## config.mk

```make
export PLATFORM = sky130hd
export DESIGN_NAME = bdm_ctrl
export DESIGN_NICKNAME = d
export VERILOG_FILES = /design/src/rtl/bdm_pkg.sv /design/src/rtl/bdm_ctrl.sv
export SDC_FILE = /design/constraint.sdc
export NUM_CORES = 1
export LEC_CHECK = 0
export BUFFER_PORTS_ARGS = -buffer_cell sky130_fd_sc_hd__clkbuf_2
export CORE_AREA = 2 2 39 41
export CTS_CLUSTER_SIZE = 40
export DETAILED_ROUTE_END_ITERATION = 12
export DIE_AREA = 0 0 41 43
export PLACE_DENSITY_LB_ADDON = 0.2
export SLEW_MARGIN = 25
export SYNTH_ARGS = -nofsm -noshare
export SYNTH_HDL_FRONTEND = slang
export SYNTH_SLANG_ARGS = --single-unit
```

## constraint.sdc

```tcl
create_clock -name i_clk -period 1.2 [get_ports i_clk]
set_input_delay 0.24 -clock i_clk [delete_from_list [all_inputs] [get_ports i_clk]]
set_output_delay 0.24 -clock i_clk [all_outputs]
set_load 0.1 [all_outputs]
```

## src/rtl/bdm_pkg.sv

```systemverilog
`timescale 1ns / 1ps
// shared types, codes and constants of the banked data memory unit
package bdm_pkg;

    localparam int ADDR_W     = 9;
    localparam int BYTE_W     = 8;
    localparam int REQ_W      = 3;
    localparam int PTR_W      = 2;
    localparam int MAIN_DEPTH = 512;
    localparam int DISP_DEPTH = 384;
    localparam int SFR_DEPTH  = 128;
    localparam int MAIN_AW    = $clog2(MAIN_DEPTH);
    localparam int DISP_AW    = $clog2(DISP_DEPTH);
    localparam int SFR_AW     = $clog2(SFR_DEPTH);
    localparam int CLR_W      = MAIN_AW;

    // first display address; the register file sits between 0x100 and this
    localparam logic [ADDR_W-1:0] DISPLAY_BASE = 9'd384;
    localparam logic [ADDR_W-1:0] ADDR_MASK    = 9'h1FF;
    localparam logic [ADDR_W-1:0] SFR_LOW      = 9'h100;
    localparam logic [1:0]        XBNK_MAX     = 2'h2;

    // request codes
    localparam logic [REQ_W-1:0] REQ_READ    = 3'd0;
    localparam logic [REQ_W-1:0] REQ_WRITE   = 3'd1;
    localparam logic [REQ_W-1:0] REQ_INDIR   = 3'd2;
    localparam logic [REQ_W-1:0] REQ_PUSH    = 3'd3;
    localparam logic [REQ_W-1:0] REQ_POP     = 3'd4;

    // register indexes inside the register file
    localparam logic [SFR_AW-1:0] R_ACC   = 7'h00;
    localparam logic [SFR_AW-1:0] R_PSW   = 7'h01;
    localparam logic [SFR_AW-1:0] R_SP    = 7'h06;
    localparam logic [SFR_AW-1:0] R_T0CON = 7'h10;
    localparam logic [SFR_AW-1:0] R_T0PRR = 7'h11;
    localparam logic [SFR_AW-1:0] R_T0L   = 7'h12;
    localparam logic [SFR_AW-1:0] R_T0LR  = 7'h13;
    localparam logic [SFR_AW-1:0] R_T0H   = 7'h14;
    localparam logic [SFR_AW-1:0] R_T0HR  = 7'h15;
    localparam logic [SFR_AW-1:0] R_T1CNT = 7'h18;
    localparam logic [SFR_AW-1:0] R_T1LC  = 7'h1A;
    localparam logic [SFR_AW-1:0] R_T1LR  = 7'h1B;
    localparam logic [SFR_AW-1:0] R_T1HC  = 7'h1C;
    localparam logic [SFR_AW-1:0] R_T1HR  = 7'h1D;
    localparam logic [SFR_AW-1:0] R_XBNK  = 7'h25;
    localparam logic [SFR_AW-1:0] R_P3    = 7'h4C;
    localparam logic [SFR_AW-1:0] R_VTRBF = 7'h66;
    localparam logic [SFR_AW-1:0] R_BTCR  = 7'h7F;

    // status word bit positions
    localparam int PSW_PTRBK_HI = 4;
    localparam int PSW_PTRBK_LO = 3;
    localparam int PSW_RAM_SEL  = 1;
    localparam int PSW_P        = 0;

    typedef struct packed {
        logic [REQ_W-1:0]  req_type;
        logic [ADDR_W-1:0] mem_addr;
        logic [BYTE_W-1:0] write_byte;
        logic [PTR_W-1:0]  pointer_sel;
        logic [BYTE_W-1:0] button_levels;
    } t_req;

    typedef struct packed {
        logic [BYTE_W-1:0] read_byte;
        logic [ADDR_W-1:0] resolved_addr;
        logic              display_dirty;
        logic              peripheral_hit;
        logic              retune_audio;
    } t_res;

    // controller to datapath commands
    typedef struct packed {
        logic             clr;
        logic [CLR_W-1:0] clr_idx;
        logic             latch;
        logic             exec;
    } t_cmd;

endpackage

```

## src/rtl/bdm_ctrl.sv

```systemverilog
`timescale 1ns / 1ps
// controller: clearing sweep after reset and per-request sequencing
module bdm_ctrl (
    input  logic          i_clk,
    input  logic          i_rst_n,
    input  logic          i_start,
    output logic          o_busy,
    output logic          o_done,
    output bdm_pkg::t_cmd o_cmd
);

    localparam logic [1:0] ST_CLEAR = 2'd0;
    localparam logic [1:0] ST_IDLE  = 2'd1;
    localparam logic [1:0] ST_EXEC  = 2'd2;
    localparam logic [1:0] ST_DONE  = 2'd3;
    localparam logic [bdm_pkg::CLR_W-1:0] CLR_LAST = bdm_pkg::CLR_W'(bdm_pkg::MAIN_DEPTH - 1);

    logic [1:0]                r_state, n_state;
    logic [bdm_pkg::CLR_W-1:0] r_clr_idx, n_clr_idx;
    logic                      accept;

    assign o_busy = (r_state == ST_CLEAR) || (r_state == ST_EXEC);
    assign accept = i_start && !o_busy;
    assign o_done = (r_state == ST_DONE);

    // commands to the datapath
    assign o_cmd.clr     = (r_state == ST_CLEAR);
    assign o_cmd.clr_idx = r_clr_idx;
    assign o_cmd.latch   = accept;
    assign o_cmd.exec    = (r_state == ST_EXEC);

    // next state
    always_comb begin
        n_state   = r_state;
        n_clr_idx = r_clr_idx;
        unique case (r_state)
            ST_CLEAR: begin
                n_clr_idx = r_clr_idx + 1'b1;
                if (r_clr_idx == CLR_LAST) begin
                    n_state = ST_IDLE;
                end
            end
            ST_IDLE: begin
                if (accept) begin
                    n_state = ST_EXEC;
                end
            end
            ST_EXEC: begin
                n_state = ST_DONE;
            end
            ST_DONE: begin
                n_state = accept ? ST_EXEC : ST_IDLE;
            end
            default: begin
                n_state = ST_CLEAR;
            end
        endcase
    end

    // state registers
    always_ff @(posedge i_clk) begin
        if (!i_rst_n) begin
            r_state   <= ST_CLEAR;
            r_clr_idx <= '0;
        end else begin
            r_state   <= n_state;
            r_clr_idx <= n_clr_idx;
        end
    end

endmodule

```

Word level (Yosys, flattened, before mapping)
Index checks and enable logic that the tools add are counted.
Word-level totals
  register bits: 11
  bits of input ports: 3
  output and inout bits: 14
Cells by class
  add/subtract/negate cells: 1
  eq/ne operators: 6
  mux-type cells: 4
  reduce and logical (&&, ||, !) cells: 5
Operators with widths (count)
  adder 9 x 1 -> 9 bit, second input constant: 1
  equality test 9 bit, second input constant: 1
  case mux 2 bit (4 select lines): 1
  two-way mux 2 bit: 3
  equality test 2 bit, second input constant: 2
  equality test 2 x 1 -> 1 bit, second input constant: 1
  zero test 2 bit: 1
  inequality test 2 x 1 -> 1 bit, second input constant: 1
  inequality test 2 bit, second input constant: 1
  AND reduction 2 bit: 1
  logical AND 1 bit: 1
  zero test 1 bit: 1
  logical OR 1 bit: 1

Longest topological paths before layout
Gate-level depths: netlist of run 1.
  depth in word-level cells: 6
  mapped depth: 6

Worst setup path after synthesis of run 1
No wires, ideal clock.
  path kind: reg2reg
  from: reg r_clr_idx[0] (netlist name)
  to: reg r_clr_idx[4] (netlist name)
  library setup time: 0.072 ns
  arrival: 1.938 ns
  path slack: -0.810 ns
  stages on the path, launching flop included: 5
  buffers on the path: 0
  period minus slack after synthesis: 2.010 ns
  cell sequence: dfxtp_1 ha_1 nand2_1 or4_1 a21oi_1
Between the ends
  longest elaborated chain between the ends: 1
RTL lines
  from (decl): RTL line bdm_ctrl.sv:19  | logic [bdm_pkg::CLR_W-1:0] r_clr_idx, n_clr_idx;
  from (signal assigned): RTL line bdm_ctrl.sv:67  | r_clr_idx <= n_clr_idx;
  adder 9 x 1 -> 9 bit: RTL line bdm_ctrl.sv:38  | n_clr_idx = r_clr_idx + 1'b1;
No other way between the ends.
A chain may end at the register's enable or synchronous reset.

==> results of run 1 <==
## cells by family after synthesis
group,count (synthesis)
adder cells (fa/ha/maj),2
XOR/XNOR,2
flip-flops,11
AO/OA/AOI/OAI,13
AND/OR/NAND/NOR,25
buffers and inverters,7
## worst paths after layout
check / end / start / slack, ps
min: r_state[1] / i_rst_n / 190
max reg2reg: r_clr_idx[5] / r_state[0] / -260
min reg2reg: r_clr_idx[6] / r_clr_idx[6] / 530
max: o_cmd[11] / r_state[0] / -270
## layout make-up
| cell class | instances | area, um^2 |
|---|---|---|
| Multi-Input combinational cell | 42 | 335 |
| Tap cell | 16 | 20.0 |
| Clock buffer | 4 | 26.3 |
| Sequential cell | 11 | 251 |
| Fill cell | 82 | 239 |
| Inverter | 5 | 22.5 |
| Timing Repair Buffer | 40 | 489 |
## cell usage after synthesis
cell type	count
dfxtp_1	11
a21oi_1	7
nand2_1	7
inv_1	4
nor2_1	4
o31ai_1	4
or4_1	4
nand3_1	3
buf_4	2
ha_1	2
xnor2_1	2
and2_1	1
and2b_1	1
clkinv_1	1
nand4_1	1
nor3_1	1
nor3b_1	1
o21a_1	1
o21ai_0	1
or2_4	1
or3_1	1
## critical path, stage by stage (launching register included)
cell	delay [ps]
dfxtp_2	320
or2_4	260
buf_6	130
clkinvlp_4	80
buf_12	170
## power by group
part           switching, mW  internal [mW]
combinational          0.103         0.0760
clock                  0.130          0.129
sequential            0.0150          0.366
## per-layer routing
layer / up-vias / wire (um) / track usage, % / part of all wire [%]
li1: 294 / - / - / -
met1: 288 / 611 / 24.7 / 37
met2: 15 / 935 / 34.1 / 56
met3: 4 / 83 / 10.5 / 5.0
met4: 0 / 27 / 8.00 / 1.6
met5: - / 0 / 0 / 0
## registers in the layout, indices dropped and copies added, names as in the netlist
signal / count
r_clr_idx: 9
r_state: 2
## timing repair
item,4_1_cts,5_1_grt
gates resized for setup,8,12
pin swaps,3,4
cloned,0,0
setup endpoints to repair,13,17
hold endpoints to repair,0,0
setup buffers,5,1
==> impl_summary.md, run 1 <==
STA
Based on the critical path, the design can be clocked at up to 679 MHz. The worst relative slew slack is 77.3%. Once routing completed, OpenROAD measured the worst setup slack at -272 ps. For the pin with the worst max-slew slack, the measured transition is 338 ps.

The number of pins with negative max-slew slack in the final report is 0. Setup total negative slack on the finished layout was measured at -1810 ps. The worst slack on hold paths is 190 ps. For the final database, setup skew stands at 0.970 ps. Of the available clock period, the critical path in the final layout requires 123%.

The smallest clock period supported by the final layout is computed as 1470 ps. Setup repair after global routing could not meet its margin everywhere. The final-report hold violation count is 0.

The final setup violation count is 13.

Synthesis
Synthesis handed over a netlist of 60 instances. Sorting the synthesized cells by area gives the leading types as dfxtp_1, a21oi_1, o31ai_1, or4_1, nand2_1. The adder-cell share of the synthesized area is 4.93%. Summed over all instances, the cell type with the most area after synthesis is dfxtp_1.

By area, the combinational part of the netlist is dominated by simple AND/OR/NAND/NOR gates. Of the post-synthesis cell area, the part taken by muxes is 0%. The sequential element share of the synthesized area is 43.3%. The synthesized netlist devotes 15.3% of its cell area to compound gates. The netlist area before placement is 508 um^2. The number of nets in the synthesized netlist is 65. The area share of the leading cell type in the synthesized netlist is 43.3%. The synthesized design contains 11 register bits. Averaged over all synthesized cells, the footprint is 8.47 um^2. The Yosys warning count is 0.

The number of unique standard cell types used by synthesis is 21. After Yosys synthesis, XOR and XNOR cells account for 3.45% of the synthesized area. After Yosys synthesis, and, or, nand and nor cells account for 26.4% of the synthesized area.

Global route
The global-route usage over all layers is 21.8%. The total congestion overflow is 0. The pin count of the biggest net entering global routing is 11. The initial antenna violation count came to 0. The number of global-route vias before repair is 575. The first global-routing pass estimated 2530 um of wire.

Setup path
The arrival time of data at the critical path endpoint is 1230 ps. The required time of the critical path is 960 ps. The critical path start-end classification is register to output pin. Of all nets on the critical path, the largest fanout is 3.

The number of cells traversed by the worst register-to-register path is 4. The worst setup path is captured at an output pin. The worst setup path is launched from a register.

Floorplan
The number of top-level design ports is 17. The die is 43 um tall. For this configuration, the core starts out at a cell density of 36.7%. The row count is 14. In this run the standard cell core region covers 1380 um^2. The width of the die is 41 um. The total die area is 1760 um^2.

Routing
The routed length per instance is 14.1 um. After detailed routing, the number of vias per cell comes to 5.09. For this block, the via count after detailed routing is 601. In the routed design, unresolved DRC markers number 0.

The number of optimization iterations in the first detailed-route pass is 4. The total wire length after detailed routing is 1660 um. The first routing iteration left 5 violations.

The number of nets with antenna violations after routing is 0.

Clock tree
The number of buffers created by CTS is 3. TritonCTS built the clock tree. The master cell of the clock root buffer is clkbuf_4. For this design, the sink count on the clock tree is 11. The clock network latency to the later pin of the worst-skew pair is 280 ps. After clock tree synthesis, the clock-pin slew on the worst setup and hold paths is 70 ps.

The maximum clock path buffer count is 2. The number of H-tree levels is 1. After clock tree synthesis, the flow added hold-fix buffers numbering 0.

Placement
The post-place setup slack is -143 ps. The count of buffers added on input and output ports is 16. In this run, placement finished with an instance count of 108.

Once detailed placement completed, the half-perimeter wirelength came to 1030 um. At the end of routability-driven placement, the weighted congestion stood at 0.767. The cell area reported after detailed placement is 996 um^2.

Pwr
The power consumption is 0.818 mW. The leakage power figure is 0.455 nW. The ratio of total power to cell area is 715 nW/um^2. The worst-case IR drop observed on VDD is 0.000527 V.

Final layout
The repair_antennas step left the layout with diodes totalling 0. The post-layout net count is 108. The summed area of non-filler cells in the final layout is 1140 um^2.

The synthesis-to-layout area growth is 125%. The final core area utilization is 82.7%. The top cell types in the final layout, fill and taps aside, are buf_4, buf_12, dfxtp_4.

Leaving out fill and tap cells, the most frequent cell in the layout is buf_4. Cells with a size suffix above 1 make up 72.5% of the layout. The final standard cell count with taps included and fillers excluded is 118.

Run
The max capacitance violation total is 0.

Status
The checks that failed: setup timing. The run finished, with violations left.

Hold path
The cell depth of the worst min-delay path is 2. In this run the worst hold path is classified as input port to register.
No activity file was read; power rests on OpenSTA's default activity.
==> run 2: changes to the inputs <==
--- a/config.mk
+++ b/config.mk
@@ -7,6 +7,7 @@
 export LEC_CHECK = 0
 export BUFFER_PORTS_ARGS = -buffer_cell sky130_fd_sc_hd__clkbuf_2
 export CORE_AREA = 2 2 39 41
+export CTS_BUF_LIST = sky130_fd_sc_hd__clkbuf_4 sky130_fd_sc_hd__clkbuf_8
 export CTS_CLUSTER_SIZE = 40
 export DETAILED_ROUTE_END_ITERATION = 12
 export DIE_AREA = 0 0 41 43
==> constraint.sdc (replaced) <==
create_clock -name i_clk -period 1.38 [get_ports i_clk]
set_input_delay 0.276 -clock i_clk [delete_from_list [all_inputs] [get_ports i_clk]]
set_output_delay 0.276 -clock i_clk [all_outputs]
set_load 0.1 [all_outputs]
==> impl_summary.md, run 2 (synthesis results as in run 1) <==
Clock tree
The maximum clock path buffer count is 2 (unchanged). The number of H-tree levels is 1 (unchanged). The master cell of the clock root buffer is clkbuf_4 (unchanged). The CTS tree is yes (unchanged). The number of buffers created by CTS is 3 (unchanged).

The clock-pin slew on the worst setup and hold paths is 70 ps (about the same). The count of clock tree sinks was 11 (unchanged). The number of buffers inserted for hold repair after clock tree synthesis is 0 (unchanged).

The clock network latency to the later pin of the worst-skew pair was 270 ps (was 280 ps).

Setup path
The sort of element at the end of the critical path is an output pin (unchanged). Critical path, cell by cell: or2_4 -> clkinvlp_4 -> buf_12 (was or2_4 -> buf_6 -> clkinvlp_4 -> buf_12). The largest fanout of any net on the critical path is 6 (was 3). The required time of the critical path is 1100 ps (was 960 ps).

The master of the slowest instance on the critical path is dfxtp_2 (unchanged). The critical path's largest stage delay is 330 ps (was 320 ps). The arrival time of data at the critical path endpoint came to 1150 ps (was 1230 ps). The sort of element at the start of the critical path is a register (unchanged).

The critical path start-end classification is register to output pin (unchanged).

Final layout
The leading cell type in the layout, fill and taps excluded is buf_12 (was buf_4). The post-layout net count is 91 (was 108). The synthesis-to-layout area growth is 85.0% (was 125%). The largest register by flop count is r_clr_idx (unchanged). The final core area utilization is 67.9% (was 82.7%). The proportion of layout cells with a drive suffix above 1 came to 51.8% (was 72.5%). Largest regs: r_clr_idx (9), r_state (2) (unchanged). The final antenna diode count was 0 (unchanged).

The number of flip-flops in the largest register is 9 (unchanged). Most used cells in the layout excluding fill and tap cells: buf_12, a21oi_1, dfxtp_4 (was buf_4, buf_12, dfxtp_4).

Floorplan
The starting utilization of the core area is 36.7% (unchanged). The vertical die dimension was 43 um (unchanged). The number of top-level design ports is 17 (unchanged). The total die area came to 1760 um^2 (unchanged). The row count came to 14 (unchanged).

The core area is 1380 um^2 (unchanged). The width of the die is 41 um (unchanged).

STA
The share of the clock period used by the worst path after layout is 104%. The worst path setup slack after routing is -49.9 ps (was -272 ps). The final clock skew is 3.73 ps (was 0.970 ps). Unrepaired setup endpoints after global routing: true (unchanged).

The upper clock frequency limit is 699 MHz. The final setup violation count is 2 (was 13). The final-report hold violation count came to 0 (unchanged). The accumulated negative setup slack was -89.5 ps (was -1810 ps). Counting I/O delays and the setup requirement, the final critical path takes 1430 ps.

The worst relative slew slack came to 81.1% (was 77.3%). The slew at the pin with the worst max-slew slack is 283 ps (was 338 ps). The number of pins with negative max-slew slack in the final report is 0 (unchanged).

Routing
The total vias in the final route is 553 (was 601). The routed length per instance is 12.2 um (was 14.1 um). The number of optimization iterations in the first detailed-route pass is 4 (unchanged). The number of nets with antenna violations after routing is 0 (unchanged). The total wire length after detailed routing was 1240 um (was 1660 um). The number of vias per cell after detailed routing is 5.48 (was 5.09). The remaining routing DRC violations came to 0 (unchanged). The detailed router's first-iteration violation count is 5 (unchanged).

Global route
The global-route wire length before repair is 2070 um (was 2530 um). The initial antenna violation count is 0 (unchanged). The number of global-route vias before repair is 521 (was 575). The global-route usage over all layers is 16.8% (was 21.8%). The total congestion overflow is 0 (unchanged). The pin count of the biggest net entering global routing is 11 (unchanged).

Status
Status: complete, but fails checks (unchanged). Failing checks: setup timing (unchanged).

Pwr
The part of the total power dissipated in combinational logic is 17.7% (was 21.9%). The leakage power figure is 0.359 nW (was 0.455 nW). The worst vdd rail ir drop is 0.000632 V (was 0.000527 V). The sequential cell fraction of total power is 47.8% (was 46.5%). The internal power of the cells came to 0.496 mW (was 0.571 mW). The fraction of power spent switching nets came to 29.5% (was 30.3%). The ratio of total power to cell area came to 748 nW/um^2 (was 715 nW/um^2). The clock group share of total power came to 34.5% (was 31.6%). The net load switching power is 0.207 mW (was 0.248 mW).

Placement
The post-place setup slack is 15.9 ps (was -143 ps). The sum of net half-perimeters after detailed placement is 838 um (was 1030 um). The number of port buffers is 16 (unchanged). The last weighted congestion value of the routability-driven placer was 0.705 (was 0.767).

Hold path
The class of the tightest hold or removal check is input port to register (unchanged).

Run
The max capacitance violation total is 0 (unchanged).
## run 2: area by class of cell
type / instances / area, um^2
repair buffers: 22 / 339
inverters: 5 / 22.5
multi-input cells: 43 / 277
fillers: 100 / 444
clock buffers: 4 / 30.0
flip-flops and latches: 11 / 251
well taps: 16 / 20.0
## run 2: per-stage QoR
stage	cells	cell area [um^2]	hold slack, ps	total power [mW]
after floorplan	60	562	393	0.418
after global placement	91	861	480	0.465
after detailed placement	91	861	492	0.467
after CTS	99	923	240	0.700
after global routing	101	940	234	0.714
final	101	940	225	0.703
## run 2: final timing paths
path                              startpoint      endpoint  slack (ps)  cells after the start
worst max register to register    r_state[1]  r_clr_idx[3]          40                      4
worst min register to register  r_clr_idx[8]  r_clr_idx[8]         500                      2
worst min-delay path                 i_rst_n    r_state[1]         220                      2
worst max-delay path              r_state[1]     o_cmd[11]         -50                      3
## run 2: power by group through the flow
stage | combinational, mW | clock, mW | sequential, mW
6_report | 0.124 | 0.243 | 0.336
5_1_grt | 0.129 | 0.248 | 0.337
4_1_cts | 0.125 | 0.239 | 0.336
3_5_place_dp | 0.124 | 0 | 0.344
3_3_place_gp | 0.122 | 0 | 0.343
2_1_floorplan | 0.0219 | 0 | 0.397
## run 2: layer usage
layer	vias up	GRT usage, %	routed length (um)
met5	-	0	0
met4	0	8.00	9
met3	2	4.19	59
met2	13	27.5	638
met1	274	19.2	530
li1	264	-	-
## run 2: timing repair
action / CTS / global route
setup endpoints to repair: 3 / 4
gates cloned: 1 / 0
pin swaps: 1 / 2
resized for setup: 1 / 2
buffers inserted: 3 / 2
## run 2: critical path, delay by kind of cell, from the launching register on
kind	cells	cell delay, ps
DFF	1	330
and+or+nand+nor	1	280
buffers and inverters	2	270
